--- config.mk ---
export PLATFORM = sky130hd
export DESIGN_NAME = square_tone_envelope_synth
export DESIGN_NICKNAME = d
export VERILOG_FILES = /design/src/rtl/core/stes_pkg.sv /design/src/rtl/core/stes_phase_ser.sv /design/src/rtl/core/stes_env_div.sv /design/src/rtl/core/square_tone_envelope_synth.sv
export SDC_FILE = /design/constraint.sdc
export NUM_CORES = 1
export LEC_CHECK = 0
export ABC_AREA = 1
export BUFFER_PORTS_ARGS = -buffer_cell sky130_fd_sc_hd__buf_2
export CAP_MARGIN = 15
export CORE_MARGIN = 8
export CORE_UTILIZATION = 60
export CTS_BUF_LIST = sky130_fd_sc_hd__clkbuf_16
export DETAILED_ROUTE_END_ITERATION = 7
export GPL_ROUTABILITY_DRIVEN = 0
export GPL_TIMING_DRIVEN = 0
export PLACE_DENSITY = 0.78
export SYNTH_ARGS = -nofsm -noshare
export SYNTH_HDL_FRONTEND = slang
export SYNTH_HIERARCHICAL = 1
export SYNTH_SLANG_ARGS = --single-unit
--- constraint.sdc ---
create_clock -name aclk -period 6.18 [get_ports aclk]
set_input_delay 0.618 -clock aclk [delete_from_list [all_inputs] [get_ports aclk]]
set_output_delay 0.618 -clock aclk [all_outputs]
set_load 0.01 [all_outputs]
--- src/rtl/core/stes_pkg.sv ---
// ----------------------------------------------------------------------------
// Square tone envelope synth package
// Field widths, register codes, reset values and shared types.
// ----------------------------------------------------------------------------
`timescale 1ns / 1ps

package stes_pkg;

    localparam int PHASE_BITS_DEF = 24;
    localparam int COUNT_BITS_DEF = 16;

    localparam int STEP_W   = 24;
    localparam int LEN_W    = 16;
    localparam int SAMPLE_W = 16;
    localparam int PEAK_W   = 15;
    localparam int DUTY_W   = 24;

    localparam int CFG_IDX_W  = 1;
    localparam int CFG_DATA_W = 24;

    localparam logic [CFG_IDX_W-1:0] CFG_PEAK_LEVEL    = 1'd0;
    localparam logic [CFG_IDX_W-1:0] CFG_DUTY_FRACTION = 1'd1;

    localparam logic [PEAK_W-1:0] PEAK_RESET = 15'd6400;
    localparam logic [DUTY_W-1:0] DUTY_RESET = 24'd8388608;

    // The divider takes one peak level bit per step.
    localparam int ENV_STEPS = PEAK_W;
    localparam int ENV_CNT_W = $clog2(ENV_STEPS + 1);
    localparam int ENV_W     = 18;

    typedef struct packed {
        logic [STEP_W-1:0] phase_step;
        logic [LEN_W-1:0]  note_length;
        logic              note_start;
    } stes_in_t;

    typedef struct packed {
        logic signed [SAMPLE_W-1:0] sample_value;
        logic                       note_last;
    } stes_out_t;

    typedef struct packed {
        logic load;
        logic run;
    } stes_seq_t;

    typedef enum logic [1:0] {
        ST_IDLE,
        ST_SETUP,
        ST_RUN,
        ST_DONE
    } stes_state_t;

endpackage

--- src/rtl/core/stes_phase_ser.sv ---
// ----------------------------------------------------------------------------
// Bit-serial phase accumulator
// Adds the phase step one bit per cycle, LSB first, and compares the new
// phase with the duty fraction in the same pass.
// ----------------------------------------------------------------------------
`timescale 1ns / 1ps

module stes_phase_ser #(
    parameter int PHASE_BITS = stes_pkg::PHASE_BITS_DEF
) (
    input  logic                  aclk,
    input  logic                  aresetn,
    input  stes_pkg::stes_seq_t   seq,
    input  logic                  clear,
    input  logic [PHASE_BITS-1:0] step_in,
    input  logic [PHASE_BITS-1:0] duty_in,
    output logic                  below_duty,
    output logic                  done
);

    localparam int CNT_W = $clog2(PHASE_BITS + 1);

    logic [PHASE_BITS-1:0] phase_reg, phase_next;
    logic [PHASE_BITS-1:0] step_reg, step_next;
    logic [PHASE_BITS-1:0] duty_reg, duty_next;
    logic                  carry_reg, carry_next;
    logic                  lt_reg, lt_next;
    logic [CNT_W-1:0]      cnt_reg, cnt_next;

    logic sum_bit;

    assign done       = (cnt_reg == CNT_W'(PHASE_BITS));
    assign below_duty = lt_reg;
    assign sum_bit    = phase_reg[0] ^ step_reg[0] ^ carry_reg;

    always_comb begin
        phase_next = phase_reg;
        step_next  = step_reg;
        duty_next  = duty_reg;
        carry_next = carry_reg;
        lt_next    = lt_reg;
        cnt_next   = cnt_reg;
        if (seq.load) begin
            phase_next = clear ? '0 : phase_reg;
            step_next  = step_in;
            duty_next  = duty_in;
            carry_next = 1'b0;
            lt_next    = 1'b0;
            cnt_next   = '0;
        end else if (seq.run && !done) begin
            phase_next = {sum_bit, phase_reg[PHASE_BITS-1:1]};
            step_next  = {1'b0, step_reg[PHASE_BITS-1:1]};
            duty_next  = {1'b0, duty_reg[PHASE_BITS-1:1]};
            carry_next = (phase_reg[0] & step_reg[0]) |
                         (carry_reg & (phase_reg[0] ^ step_reg[0]));
            // A higher bit decides the comparison over all lower ones.
            lt_next    = (~sum_bit & duty_reg[0]) | (~(sum_bit ^ duty_reg[0]) & lt_reg);
            cnt_next   = cnt_reg + CNT_W'(1);
        end
    end

    always_ff @(posedge aclk) begin
        if (!aresetn) begin
            phase_reg <= '0;
            carry_reg <= 1'b0;
            lt_reg    <= 1'b0;
            cnt_reg   <= '0;
        end else begin
            phase_reg <= phase_next;
            carry_reg <= carry_next;
            lt_reg    <= lt_next;
            cnt_reg   <= cnt_next;
        end
    end

    always_ff @(posedge aclk) begin
        step_reg <= step_next;
        duty_reg <= duty_next;
    end

endmodule

--- src/rtl/core/stes_env_div.sv ---
// ----------------------------------------------------------------------------
// Digit-serial envelope scaler
// Computes floor(peak * m / d) for m < d, taking one peak level bit per
// cycle, MSB first, with a quotient digit of 0, 1 or 2 at each step.
// ----------------------------------------------------------------------------
`timescale 1ns / 1ps

module stes_env_div (
    input  logic                          aclk,
    input  logic                          aresetn,
    input  stes_pkg::stes_seq_t           seq,
    input  logic [stes_pkg::PEAK_W-1:0]   peak_in,
    input  logic [stes_pkg::ENV_W-1:0]    m_in,
    input  logic [stes_pkg::ENV_W-1:0]    d_in,
    output logic [stes_pkg::PEAK_W-1:0]   mag,
    output logic                          done
);

    localparam int PW = stes_pkg::PEAK_W;
    localparam int EW = stes_pkg::ENV_W;
    localparam int TW = EW + 2;
    localparam int CW = stes_pkg::ENV_CNT_W;

    logic [PW-1:0] peak_reg, peak_next;
    logic [PW-1:0] q_reg, q_next;
    logic [EW-1:0] r_reg, r_next;
    logic [EW-1:0] m_reg, m_next;
    logic [EW-1:0] d_reg, d_next;
    logic [CW-1:0] cnt_reg, cnt_next;

    logic [TW-1:0] trial;
    logic [TW-1:0] d_one;
    logic [TW-1:0] d_two;
    logic [1:0]    digit;
    logic [EW-1:0] r_step;

    assign done  = (cnt_reg == CW'(stes_pkg::ENV_STEPS));
    assign mag   = q_reg;
    assign trial = {1'b0, r_reg, 1'b0} + (peak_reg[PW-1] ? TW'(m_reg) : '0);
    assign d_one = TW'(d_reg);
    assign d_two = {1'b0, d_reg, 1'b0};

    always_comb begin
        if (trial >= d_two) begin
            digit  = 2'd2;
            r_step = EW'(trial - d_two);
        end else if (trial >= d_one) begin
            digit  = 2'd1;
            r_step = EW'(trial - d_one);
        end else begin
            digit  = 2'd0;
            r_step = EW'(trial);
        end
    end

    always_comb begin
        peak_next = peak_reg;
        q_next    = q_reg;
        r_next    = r_reg;
        m_next    = m_reg;
        d_next    = d_reg;
        cnt_next  = cnt_reg;
        if (seq.load) begin
            peak_next = peak_in;
            q_next    = '0;
            r_next    = '0;
            m_next    = m_in;
            d_next    = d_in;
            cnt_next  = '0;
        end else if (seq.run && !done) begin
            peak_next = {peak_reg[PW-2:0], 1'b0};
            q_next    = {q_reg[PW-2:0], 1'b0} + PW'(digit);
            r_next    = r_step;
            cnt_next  = cnt_reg + CW'(1);
        end
    end

    always_ff @(posedge aclk) begin
        if (!aresetn) begin
            cnt_reg <= '0;
        end else begin
            cnt_reg <= cnt_next;
        end
    end

    always_ff @(posedge aclk) begin
        peak_reg <= peak_next;
        q_reg    <= q_next;
        r_reg    <= r_next;
        m_reg    <= m_next;
        d_reg    <= d_next;
    end

endmodule

--- src/rtl/core/square_tone_envelope_synth.sv ---
// ----------------------------------------------------------------------------
// Square tone envelope synth
// Square-wave tone generator with attack and release envelope, one output
// sample per input beat.
// ----------------------------------------------------------------------------
// One beat is taken at a time. The next beat is accepted only once the
// bit-serial phase adder, which handles one phase bit per cycle, and the
// 15-step envelope divider running beside it have both finished and the
// sample has moved into the output register. A finished sample waits in the
// output register while the next beat is accepted.
`timescale 1ns / 1ps

module square_tone_envelope_synth #(
    parameter int PHASE_BITS = stes_pkg::PHASE_BITS_DEF,
    parameter int COUNT_BITS = stes_pkg::COUNT_BITS_DEF
) (
    input  logic                              aclk,
    input  logic                              aresetn,
    input  logic                              s_valid,
    output logic                              s_ready,
    input  stes_pkg::stes_in_t                s_data,
    output logic                              m_valid,
    input  logic                              m_ready,
    output stes_pkg::stes_out_t               m_data,
    input  logic                              cfg_wr_en,
    input  logic [stes_pkg::CFG_IDX_W-1:0]    cfg_index,
    input  logic [stes_pkg::CFG_DATA_W-1:0]   cfg_data
);

    localparam int LW  = stes_pkg::LEN_W;
    localparam int PW  = stes_pkg::PEAK_W;
    localparam int EW  = stes_pkg::ENV_W;
    localparam int SW  = stes_pkg::SAMPLE_W;
    localparam int SXW = (PHASE_BITS > stes_pkg::STEP_W) ? PHASE_BITS : stes_pkg::STEP_W;
    localparam int DXW = (PHASE_BITS > stes_pkg::DUTY_W) ? PHASE_BITS : stes_pkg::DUTY_W;
    localparam int KXW = (COUNT_BITS > LW) ? COUNT_BITS : LW;

    stes_pkg::stes_state_t state_reg, state_next;
    stes_pkg::stes_seq_t   seq;
    stes_pkg::stes_in_t    in_reg, in_next;
    stes_pkg::stes_out_t   out_reg, out_next;

    logic                  out_load;
    logic                  m_valid_reg, m_valid_next;
    logic [PW-1:0]         peak_reg, peak_next;
    logic [stes_pkg::DUTY_W-1:0] duty_reg, duty_next;
    logic [COUNT_BITS-1:0] index_reg, index_next;
    logic                  sound_reg, sound_next;
    logic                  last_reg, last_next;
    logic                  shaped_reg, shaped_next;

    logic [SXW-1:0]        step_x;
    logic [DXW-1:0]        duty_x;
    logic [PHASE_BITS-1:0] step_p;
    logic [PHASE_BITS-1:0] duty_p;
    logic [COUNT_BITS-1:0] k_cur;
    logic [KXW-1:0]        k_x;
    logic [KXW-1:0]        len_x;
    logic [LW-1:0]         k16;
    logic                  in_range;
    logic                  attack;
    logic                  release_ph;
    logic [20:0]           k25;
    logic [19:0]           k10;
    logic [19:0]           len7;
    logic [19:0]           rem10;
    logic [EW-1:0]         len3;
    logic [EW-1:0]         env_m;
    logic [EW-1:0]         env_d;

    logic                  below_duty;
    logic                  phase_done;
    logic [PW-1:0]         env_mag;
    logic                  env_done;
    logic [PW-1:0]         mag_sel;
    logic signed [SW-1:0]  mag_s;

    assign step_x = SXW'(in_reg.phase_step);
    assign step_p = step_x[PHASE_BITS-1:0];
    assign duty_x = DXW'(duty_reg);
    assign duty_p = duty_x[PHASE_BITS-1:0];

    assign k_cur    = in_reg.note_start ? '0 : index_reg;
    assign k_x      = KXW'(k_cur);
    assign len_x    = KXW'(in_reg.note_length);
    assign in_range = (k_x < len_x);
    assign k16      = k_x[LW-1:0];

    assign k25        = 21'(k16) * 21'd25;
    assign k10        = 20'(k16) * 20'd10;
    assign len7       = 20'(in_reg.note_length) * 20'd7;
    assign rem10      = 20'(in_reg.note_length - k16) * 20'd10;
    assign len3       = EW'(in_reg.note_length) * EW'(3);
    assign attack     = (k25 < 21'(in_reg.note_length));
    assign release_ph = (k10 > len7);
    assign env_m      = attack ? EW'(k25) : EW'(rem10);
    assign env_d      = attack ? EW'(in_reg.note_length) : len3;

    stes_phase_ser #(
        .PHASE_BITS (PHASE_BITS)
    ) u_phase (
        .aclk       (aclk),
        .aresetn    (aresetn),
        .seq        (seq),
        .clear      (in_reg.note_start),
        .step_in    (in_range ? step_p : '0),
        .duty_in    (duty_p),
        .below_duty (below_duty),
        .done       (phase_done)
    );

    stes_env_div u_env (
        .aclk    (aclk),
        .aresetn (aresetn),
        .seq     (seq),
        .peak_in (peak_reg),
        .m_in    (env_m),
        .d_in    (env_d),
        .mag     (env_mag),
        .done    (env_done)
    );

    always_comb begin
        state_next = state_reg;
        unique case (state_reg)
            stes_pkg::ST_IDLE: begin
                if (s_valid) begin
                    state_next = stes_pkg::ST_SETUP;
                end
            end
            stes_pkg::ST_SETUP: begin
                state_next = stes_pkg::ST_RUN;
            end
            stes_pkg::ST_RUN: begin
                if (phase_done && env_done) begin
                    state_next = stes_pkg::ST_DONE;
                end
            end
            stes_pkg::ST_DONE: begin
                if (!m_valid_reg || m_ready) begin
                    state_next = stes_pkg::ST_IDLE;
                end
            end
        endcase
    end

    always_comb begin
        s_ready  = 1'b0;
        seq.load = 1'b0;
        seq.run  = 1'b0;
        out_load = 1'b0;
        unique case (state_reg)
            stes_pkg::ST_IDLE:  s_ready  = 1'b1;
            stes_pkg::ST_SETUP: seq.load = 1'b1;
            stes_pkg::ST_RUN:   seq.run  = 1'b1;
            stes_pkg::ST_DONE:  out_load = !m_valid_reg || m_ready;
        endcase
    end

    always_comb begin
        peak_next = peak_reg;
        duty_next = duty_reg;
        if (cfg_wr_en) begin
            unique case (cfg_index)
                stes_pkg::CFG_PEAK_LEVEL:    peak_next = cfg_data[PW-1:0];
                stes_pkg::CFG_DUTY_FRACTION: duty_next = cfg_data[stes_pkg::DUTY_W-1:0];
            endcase
        end
    end

    always_comb begin
        in_next     = in_reg;
        index_next  = index_reg;
        sound_next  = sound_reg;
        last_next   = last_reg;
        shaped_next = shaped_reg;
        if (s_valid && s_ready) begin
            in_next = s_data;
        end
        if (seq.load) begin
            index_next  = (in_range && (k_cur != '1)) ? k_cur + COUNT_BITS'(1) : k_cur;
            sound_next  = in_range && (step_p != '0);
            last_next   = in_range && (k_x == len_x - KXW'(1));
            shaped_next = attack || release_ph;
        end
    end

    assign mag_sel = shaped_reg ? env_mag : peak_reg;
    assign mag_s   = signed'({1'b0, mag_sel});

    always_comb begin
        out_next     = out_reg;
        m_valid_next = m_valid_reg;
        if (out_load) begin
            out_next.note_last    = last_reg;
            out_next.sample_value = sound_reg ? (below_duty ? mag_s : -mag_s) : '0;
            m_valid_next          = 1'b1;
        end else if (m_ready) begin
            m_valid_next = 1'b0;
        end
    end

    always_ff @(posedge aclk) begin
        if (!aresetn) begin
            state_reg   <= stes_pkg::ST_IDLE;
            m_valid_reg <= 1'b0;
            peak_reg    <= stes_pkg::PEAK_RESET;
            duty_reg    <= stes_pkg::DUTY_RESET;
            index_reg   <= '0;
        end else begin
            state_reg   <= state_next;
            m_valid_reg <= m_valid_next;
            peak_reg    <= peak_next;
            duty_reg    <= duty_next;
            index_reg   <= index_next;
        end
    end

    always_ff @(posedge aclk) begin
        in_reg     <= in_next;
        out_reg    <= out_next;
        sound_reg  <= sound_next;
        last_reg   <= last_next;
        shaped_reg <= shaped_next;
    end

    assign m_valid = m_valid_reg;
    assign m_data  = out_reg;

endmodule

# ---- After elaboration in Yosys (flattened, before gate mapping)
# Index checks and enable logic that the tools add are counted.
dict set report word_totals {
  reg_bits 286
  inputBits 71
  out_inout_bits 19
  elab_cells 127
}
dict set report classes {
  addsub 10
  multipliers 5
  order_cmp 5
  eq_ne 11
  n_mux 31
  bitwise 14
  n_reduce_logical 23
}
# operator count
set ops {}
lappend ops {{24-bit two-way mux} 8}
lappend ops {{18-bit two-way mux} 4}
lappend ops {{15-bit two-way mux} 4}
lappend ops {{16-bit two-way mux} 3}
lappend ops {{16-bit by 3-bit multiplier with 19-bit output (second input constant)} 2}
lappend ops {{18-bit subtractor} 2}
lappend ops {{24-bit nonzero test} 1}
lappend ops {{21-bit by 16-bit less-than comparator with 1-bit output} 1}
lappend ops {{16-bit by 5-bit multiplier with 21-bit output (second input constant)} 1}
lappend ops {{19-bit by 18-bit adder with 20-bit output} 1}
lappend ops {{20-bit by 18-bit >= comparator with 1-bit output} 1}
lappend ops {{20-bit by 19-bit >= comparator with 1-bit output} 1}
lappend ops {{20-bit by 19-bit greater-than comparator with 1-bit output} 1}
lappend ops {{20-bit by 3-bit multiplier with 17-bit output (second input constant)} 1}
lappend ops {{16-bit by 2-bit multiplier with 18-bit output (second input constant)} 1}
lappend ops {{16-bit by 16-bit subtractor with 17-bit output} 1}
lappend ops {{16-bit by 1-bit adder with 16-bit output (second input constant)} 1}
lappend ops {{16-bit == test} 1}
lappend ops {{16-bit less-than comparator} 1}
lappend ops {{16-bit != test (second input constant)} 1}
lappend ops {{15-bit negator with 16-bit output} 1}
lappend ops {{16-bit by 1-bit subtractor with 16-bit output (second input constant)} 1}
lappend ops {{15-bit by 2-bit adder with 15-bit output} 1}
lappend ops {{2-bit two-way mux} 4}
lappend ops {{22 further kinds} 55}

# ---- Longest topological paths before layout
# Gate-level depths: netlist (run 1).
dict set report logic_depth {
  ltp_word 6
  ltp_mapped 43
}

# ---- By module
# The synthesis (run 1) kept the hierarchy.
# mod instances cells_per_inst area_per_inst_um2
set by_module_without_submodules {}
lappend by_module_without_submodules {square_tone_envelope_synth 1 1917 13276.5}
lappend by_module_without_submodules {stes_env_div 1 935 6670.1}
lappend by_module_without_submodules {stes_phase_ser 1 399 3530.9}

# ---- Least setup slack after synthesis (run 1)
# No wires, ideal clock.
dict set report synth_timing {
  path_kind {register -> register}
  start {reg u_env.peak_reg[14]}
  end {reg u_env.q_reg[13], in the netlist u_env/mag[13]}
  setup_time_ns 0.116
  arrival_ns 4.615
  slack_ns 1.449
  path_stages_with_launch 38
  n_path_buf 2
  cell_sequence {edfxtp_1 buf_2 nand2_1 inv_1 ha_1 fa_1 nand3_1 nand3_1 nand2_1 nand2_1 a21oi_1 xor2_1 inv_1 ha_1 nand2_1 inv_1 nand2_1 nor2_1 [2 not listed] nand2_1 nand2_1 nand2_1 nand2_1 nand2_1 nand2_1 buf_4 ha_1 ha_1 nand2_1 nor3_1 nand2_1 nor3_1 nand3_1 nor2_1 nand2_1 a22oi_1 inv_1}
}
dict set report synth_between {
  elab_chain_cells 6
}
# item line_no
set synth_rtl {}
lappend synth_rtl {{start: declaration} stes_env_div.sv:24} ;# logic [PW-1:0] peak_reg, peak_next;
lappend synth_rtl {{start signal: assignment} stes_env_div.sv:87} ;# peak_reg <= peak_next;
lappend synth_rtl {{18-bit two-way mux (*)} stes_env_div.sv:39} ;# assign trial = {1'b0, r_reg, 1'b0} + (peak_reg[PW-1] ? TW'(m_reg) : '0);
lappend synth_rtl {{19-bit by 18-bit adder with 20-bit output (*)} stes_env_div.sv:39}
lappend synth_rtl {{20-bit by 18-bit >= comparator with 1-bit output} stes_env_div.sv:47} ;# end else if (trial >= d_one) begin
lappend synth_rtl {{1-bit two-way mux} stes_env_div.sv:47}
lappend synth_rtl {{2-bit two-way mux (*)} stes_env_div.sv:44} ;# if (trial >= d_two) begin
lappend synth_rtl {{15-bit by 2-bit adder with 15-bit output (*)} stes_env_div.sv:72} ;# q_next = {q_reg[PW-2:0], 1'b0} + PW'(digit);
lappend synth_rtl {{end signal: assignment} stes_env_div.sv:88} ;# q_reg <= q_next;
lappend synth_rtl {{end: declaration} stes_env_div.sv:25} ;# logic [PW-1:0] q_reg, q_next;
# Every way passes the cells marked *; elsewhere a longest branch is shown, timed or not.
# A chain may end at the register's enable or synchronous reset.

# ---- Worst setup path in the final report (run 1)
dict set report layout_timing {
  start {reg in_reg[0] in the netlist's numbering}
  end {reg u_env.d_reg[9] (data pin)}
}
dict set report layout_between {
  elab_chain_cells 4
}
# item line_no
set layout_rtl {}
lappend layout_rtl {{start: declaration} square_tone_envelope_synth.sv:40} ;# stes_pkg::stes_in_t in_reg, in_next;
lappend layout_rtl {{start signal: assignment} square_tone_envelope_synth.sv:220} ;# in_reg <= in_next;
lappend layout_rtl {{16-bit two-way mux} square_tone_envelope_synth.sv:83} ;# assign k_cur = in_reg.note_start ? '0 : index_reg;
lappend layout_rtl {{16-bit by 5-bit multiplier with 21-bit output} square_tone_envelope_synth.sv:89} ;# assign k25 = 21'(k16) * 21'd25;
lappend layout_rtl {{21-bit by 16-bit less-than comparator with 1-bit output} square_tone_envelope_synth.sv:94} ;# assign attack = (k25 < 21'(in_reg.note_length));
lappend layout_rtl {{16-bit two-way mux} square_tone_envelope_synth.sv:97} ;# assign env_d = attack ? EW'(in_reg.note_length) : len3;
lappend layout_rtl {{named net env_d[9]} square_tone_envelope_synth.sv:69} ;# logic [EW-1:0] env_d;
lappend layout_rtl {{end signal: assignment} stes_env_div.sv:91} ;# d_reg <= d_next;
lappend layout_rtl {{end: declaration} stes_env_div.sv:28} ;# logic [EW-1:0] d_reg, d_next;
# The timed path passes the listed nets, and every way through them passes these cells.

==> results.json, run 1 <==
{
  "status": "complete, no violations",
  "seq_area_um2": 7330,
  "drtPass1Iterations": 6,
  "worst_clock_skew_ps": 13.2,
  "synth_cell_types": 57,
  "drc": 0,
  "rows": 72,
  "grt_usage_pct": 27.0,
  "syn_area_per_cell_um2": 7.22,
  "tns_ps": 0,
  "synthAdderAreaFrac_pct": 16.5,
  "finalNonFillerCells": 3917,
  "cts.sinks": 286,
  "yosys.area_share.simple_pct": 29.3,
  "maxCapViolations": 0,
  "viasPerCell": 5.57,
  "globalRouteMet1Util_pct": 35.1,
  "clk_transition_reported_paths_ps": 70,
  "dpl.cell_count": 3861,
  "path_class": "reg2reg",
  "htreeDepth": 1,
  "syn_area_um2": 23500,
  "r2r_cells": 28,
  "fmax_ghz": 0.175,
  "wl_per_cell_um": 15.9,
  "gr-usage-met3_pct": 3.27,
  "cts_buffers": 30,
  "ff2ff_setup_slack_ps": 450,
  "rsz0062_at_grt": "false",
  "grt_pass1_vias": 21000,
  "timing.hold.ws_ps": 200,
  "layout.nets": 3735,
  "place_hpwl_um": 49600,
  "core_um2": 38600,
  "met2_usage_pct": 45.3,
  "p_per_area_nw_per_um2": 514,
  "synth_top_area_cell": "edfxtp_1",
  "busiest_layer": "met2",
  "n_fill_cell": 3306,
  "synth-edff-count": 160,
  "critical_path_required_ps": 6490,
  "maxSlewHeadroom_pct": 25.2,
  "slowest_delay_ps": 510,
  "fin_crit_sh_pct": 92.7,
  "ys_top_cells_by_count": "nand2_1 (956), inv_1 (429), nor2_1 (339), ha_1 (255), a21oi_1 (197)",
  "synth_xor_area_share_pct": 4.78,
  "drt_iter0_drc": 1793,
  "drive_gt1_share_pct": 6.85,
  "cts_tree": "yes",
  "insertion_delay_ps": 590,
  "ant_nets": 0,
  "io_buffer_count": 89,
  "grt_pass1_wl_um": 101000,
  "diodes": 0,
  "seq_area_frac_synth_pct": 31.2,
  "layout_min_cycle_time_ps": 5730,
  "yosys-mux-area-fraction_pct": 0.128,
  "start_util_pct": 60.7,
  "worst_slew_pin_slew_ps": 1120,
  "p_leak_nw": 13.2,
  "critPathSlowestCell": "fa_1",
  "multi_input_area_um2": 14100,
  "vias": 21800,
  "grt_remaining_overflow": 0,
  "hold_viol": 0,
  "netlist_instances": 3251,
  "synth_compound_gate_area_share_pct": 9.41,
  "power_mw": 13.2,
  "grt_max_degree": 42,
  "die_w_um": 214,
  "async_flop_share_pct": 0,
  "synth_top_area_share_pct": 20.5,
  "setup_viol": 0,
  "synth-main-ff-cell": "edfxtp_1",
  "antenna_found_initial": 2,
  "cts-root-buf": "clkbuf_16",
  "min_path_cells": 1,
  "drt-total-wl_um": 62300,
  "max-vdd-ir-drop_mv": 0.381,
  "synth_nets": 3611,
  "worstPathMaxFanout": 10,
  "pin_count": 90,
  "yosysMostFrequentCell": "nand2_1",
  "dieArea_um2": 45700,
  "worstPathArrival_ps": 6040,
  "holdCritPathClass": "in2reg",
  "synth_top_family_by_area": "simple AND/OR/NAND/NOR gates",
  "synth-seq-cells": 286,
  "crit_path_start_kind": "flip-flop",
  "cts_buffer_depth": 3,
  "synth.area.top_cells": "edfxtp_1 (20%), nand2_1 (15%), ha_1 (14%), dfxtp_1 (11%), inv_1 (6.9%)",
  "yosys_warnings": 6,
  "syn_to_final_growth_pct": 9.19,
  "drv_slew": 0,
  "worst_path_most_repeated_cell": "nand2_1",
  "die_h_um": 214,
  "worstSetupEndpointType": "flip-flop"
}
[layer usage]
layer  vias to the layer above  part of all wire [%]
met2                       791                    46
met3                       161                   6.7
met5                         -                 0.021
met4                         2                   3.6
met1                     10100                    43
li1                      10800                     -
[area by class of cell]
cell class | instances | share of cell area [%]
buffer | 74 | 1.53
tap | 518 | 2.53
timing repair buffer | 92 | 1.95
clock inverter | 26 | 0.883
clock buffer | 30 | 2.93
sequential | 286 | 28.6
multi-input combinational | 2451 | 55.1
inverter | 440 | 6.45
[metrics by stage]
step / cell area (um^2) / worst slack, ps / utilization, %
after floorplan: 23500 / 1450 / -
after global placement: 24600 / 576 / 63.6
after detailed placement: 24600 / 473 / 63.7
after CTS: 25600 / 443 / 66.3
after global routing: 25600 / 1.42 / 66.3
final: 25600 / 452 / 66.3
[kinds of logic (layout without fill, tap and decap cells)]
group | Yosys count | count (layout)
adder cells (fa/ha/maj) | 289 | 289
XOR/XNOR | 128 | 128
flip-flops | 286 | 286
AO/OA/AOI/OAI | 403 | 403
buffers and inverters | 514 | 662
AND/OR/NAND/NOR | 1628 | 1628
multiplexers | 3 | 3
[critical path: cells and delay by family, from the launching register on]
| kind | cells | cell delay (ps) |
|---|---|---|
| compound gates | 3 | 360 |
| flops | 1 | 390 |
| fa+ha+maj | 5 | 1800 |
| xor+xnor | 1 | 400 |
| simple gates | 12 | 1520 |
| buf+inv | 7 | 960 |
[cells in the final DEF (no fill, tap or decap), types with 12 or more instances in the layout]
master	Yosys	final
a21o_1	12	12
o21ai_0	131	131
xor2_1	84	84
a31oi_1	12	12
nand4_1	70	70
nand2_1	956	954
edfxtp_1	160	160
clkinv_1	5	13
buf_2	21	110
clkbuf_16	0	30
nand3b_1	31	31
inv_1	429	432
nand3_1	168	168
dfxtp_1	126	126
a21oi_1	197	196
clkbuf_1	38	37
nor3_1	20	20
fa_1	34	33
ha_1	255	253
xnor2_1	44	44
nor2_1	339	337
[where the power goes]
part	internal [mW]	switching, mW	leakage, nW
logic	2.90	5.46	10.2
registers	2.76	0.273	2.55
clock network	1.01	0.764	0.497
total	6.67	6.49	13.2
[timing repair]
action,4_1_cts,5_1_grt
setup endpoints to repair,0,4
hold buffers,0,0
buffers inserted,0,0
resized for setup,0,7
[worst paths after layout]
path | from | to
min | s_data[18] | step_p[1]
min reg2reg | last_reg | m_data[0]
max reg2reg | in_reg[0] | u_env/d_reg[9]
max | in_reg[0] | u_env/d_reg[9]
No activity file was read; power rests on OpenSTA's default activity.
==> inputs of run 2 (changes only) <==
- CELL_PAD_IN_SITES_DETAIL_PLACEMENT: default -> 0
- CELL_PAD_IN_SITES_GLOBAL_PLACEMENT: default -> 1
- CORE_UTILIZATION: 60 -> 47
- PLACE_DENSITY: 0.78 -> default
- PLACE_DENSITY_LB_ADDON: default -> 0.1
==> results.json, run 2 (synthesized netlist as in run 1, its figures left out) <==
{
  "power_mw": 13.4,
  "clk_transition_reported_paths_ps": 70,
  "pwr-share-comb_pct": 63.2,
  "final_cell_mix": "nand2_1 (955), inv_1 (437), nor2_1 (339)",
  "max-vdd-ir-drop_mv": 0.296,
  "cp.buffers_inverters": 7,
  "ant_nets": 0,
  "dpl.cell_count": 4016,
  "grt_remaining_overflow": 0,
  "cts_tree": "yes",
  "fin_util_pct": 52.2,
  "maxCapViolations": 0,
  "final_area_um2": 26000,
  "worst_clock_skew_ps": 41.8,
  "drive_gt1_share_pct": 7.01,
  "cts_buffers": 35,
  "seq_area_um2": 7330,
  "setup_ws_ps": 412,
  "fin_crit_sh_pct": 93.3,
  "worstPathMaxFanout": 10,
  "cts_buffer_depth": 3,
  "rows": 82,
  "drt_iter0_drc": 1504,
  "die_w_um": 240,
  "grt_max_degree": 39,
  "antenna_found_initial": 0,
  "worstPathArrival_ps": 6060,
  "p_switching_mw": 6.69,
  "wl_per_cell_um": 16.4,
  "layout_min_cycle_time_ps": 5770,
  "rsz0062_at_grt": "false",
  "clkPwrFrac_pct": 14.3,
  "die_h_um": 240,
  "cts.sinks": 286,
  "critical_path_required_ps": 6470,
  "drc": 0,
  "grt_pass1_wl_um": 106000,
  "p_per_area_nw_per_um2": 517,
  "syn_to_final_growth_pct": 10.6,
  "place_hpwl_um": 53800,
  "crit_family": "simple AND/OR/NAND/NOR gates",
  "vias": 21300,
  "start_util_pct": 47.2,
  "slowest_delay_ps": 500,
  "final_common_cell": "nand2_1",
  "pre_cts_slack_ps": 428,
  "tns_ps": 0,
  "hold_viol": 0,
  "grt_usage_pct": 23.1,
  "htreeDepth": 2,
  "core_um2": 49800,
  "crit_path_start_kind": "flip-flop",
  "critPathSlowestCell": "fa_1",
  "pin_count": 90,
  "maxSlewHeadroom_pct": 25.0,
  "drt-total-wl_um": 66700,
  "finalNonFillerCells": 4080,
  "drv_slew": 0,
  "multi_input_area_um2": 14100,
  "p_int_mw": 6.74,
  "drtPass1Iterations": 7,
  "timing.hold.ws_ps": 211,
  "holdCritPathClass": "in2reg",
  "worstSetupEndpointType": "flip-flop",
  "io_buffer_count": 89,
  "fmax_ghz": 0.173,
  "insertion_delay_ps": 580,
  "worst_path_most_repeated_cell": "nand2_1",
  "status": "complete, no violations",
  "setup_viol": 0,
  "grt_pass1_vias": 20400,
  "diodes": 0,
  "viasPerCell": 5.21,
  "p_leak_nw": 13.3,
  "placed_area_um2": 24800,
  "dieArea_um2": 57400,
  "path_class": "reg2reg",
  "cts-root-buf": "clkbuf_16",
  "power_frac_seq_pct": 22.5,
  "layout.nets": 3741,
  "n_fill_cell": 5045,
  "worst_slew_pin_slew_ps": 1120,
  "switching_share_pct": 49.8
}
-- run 2: cell types whose count changed in the layout (fill, tap and decap cells not counted), moves of 3 or more --
cell and change:
inv_1 +5, clkbuf_16 +6, bufinv_16 -3, inv_6 +3
-- run 2: final timing paths --
kind | start | to | slack (ps) | depth (start not counted)
max | in_reg[0] | u_env/m_reg[17] | 410 | 28
min | s_data[6] | len_x[5] | 210 | 1
max reg2reg | in_reg[0] | u_env/m_reg[17] | 410 | 28
min reg2reg | u_phase/phase_reg[9] | u_phase/phase_reg[8] | 440 | 2
-- run 2: power by group through the flow --
| stage | Combinational (mW) | Clock (mW) | Sequential [mW] |
|---|---|---|---|
| 6_report | 8.48 | 1.93 | 3.02 |
| 5_1_grt | 9.56 | 2.06 | 3.07 |
| 4_1_cts | 8.43 | 1.99 | 3.02 |
| 3_5_place_dp | 8.39 | 0 | 3.06 |
| 3_3_place_gp | 8.22 | 0 | 3.07 |
| 2_1_floorplan | 6.20 | 0 | 2.98 |
-- run 2: layer usage --
| metal | part of all wire [%] | up-vias | global-route usage, % |
|---|---|---|---|
| met5 | 0 | - | 0 |
| met4 | 2.7 | 0 | 7.21 |
| met3 | 3.8 | 107 | 2.20 |
| met2 | 46 | 429 | 38.5 |
| met1 | 47 | 9879 | 31.4 |
| li1 | - | 10800 | - |
-- run 2: layout make-up --
cell class                      instances  area share, %
Clock buffer                           36           3.47
Clock inverter                         28          0.684
Buffer                                 74           1.52
Timing Repair Buffer                   93           2.01
Inverter                              440           6.37
Tap cell                              672           3.24
Multi-Input combinational cell       2451           54.5
Sequential cell                       286           28.2
-- run 2: what timing repair did --
item | 4_1_cts | 5_1_grt
buffers inserted | 0 | 0
hold buffers | 0 | 0
endpoints found under the hold margin | 0 | 0
setup endpoints to repair | 0 | 3
gates resized for setup | 0 | 8
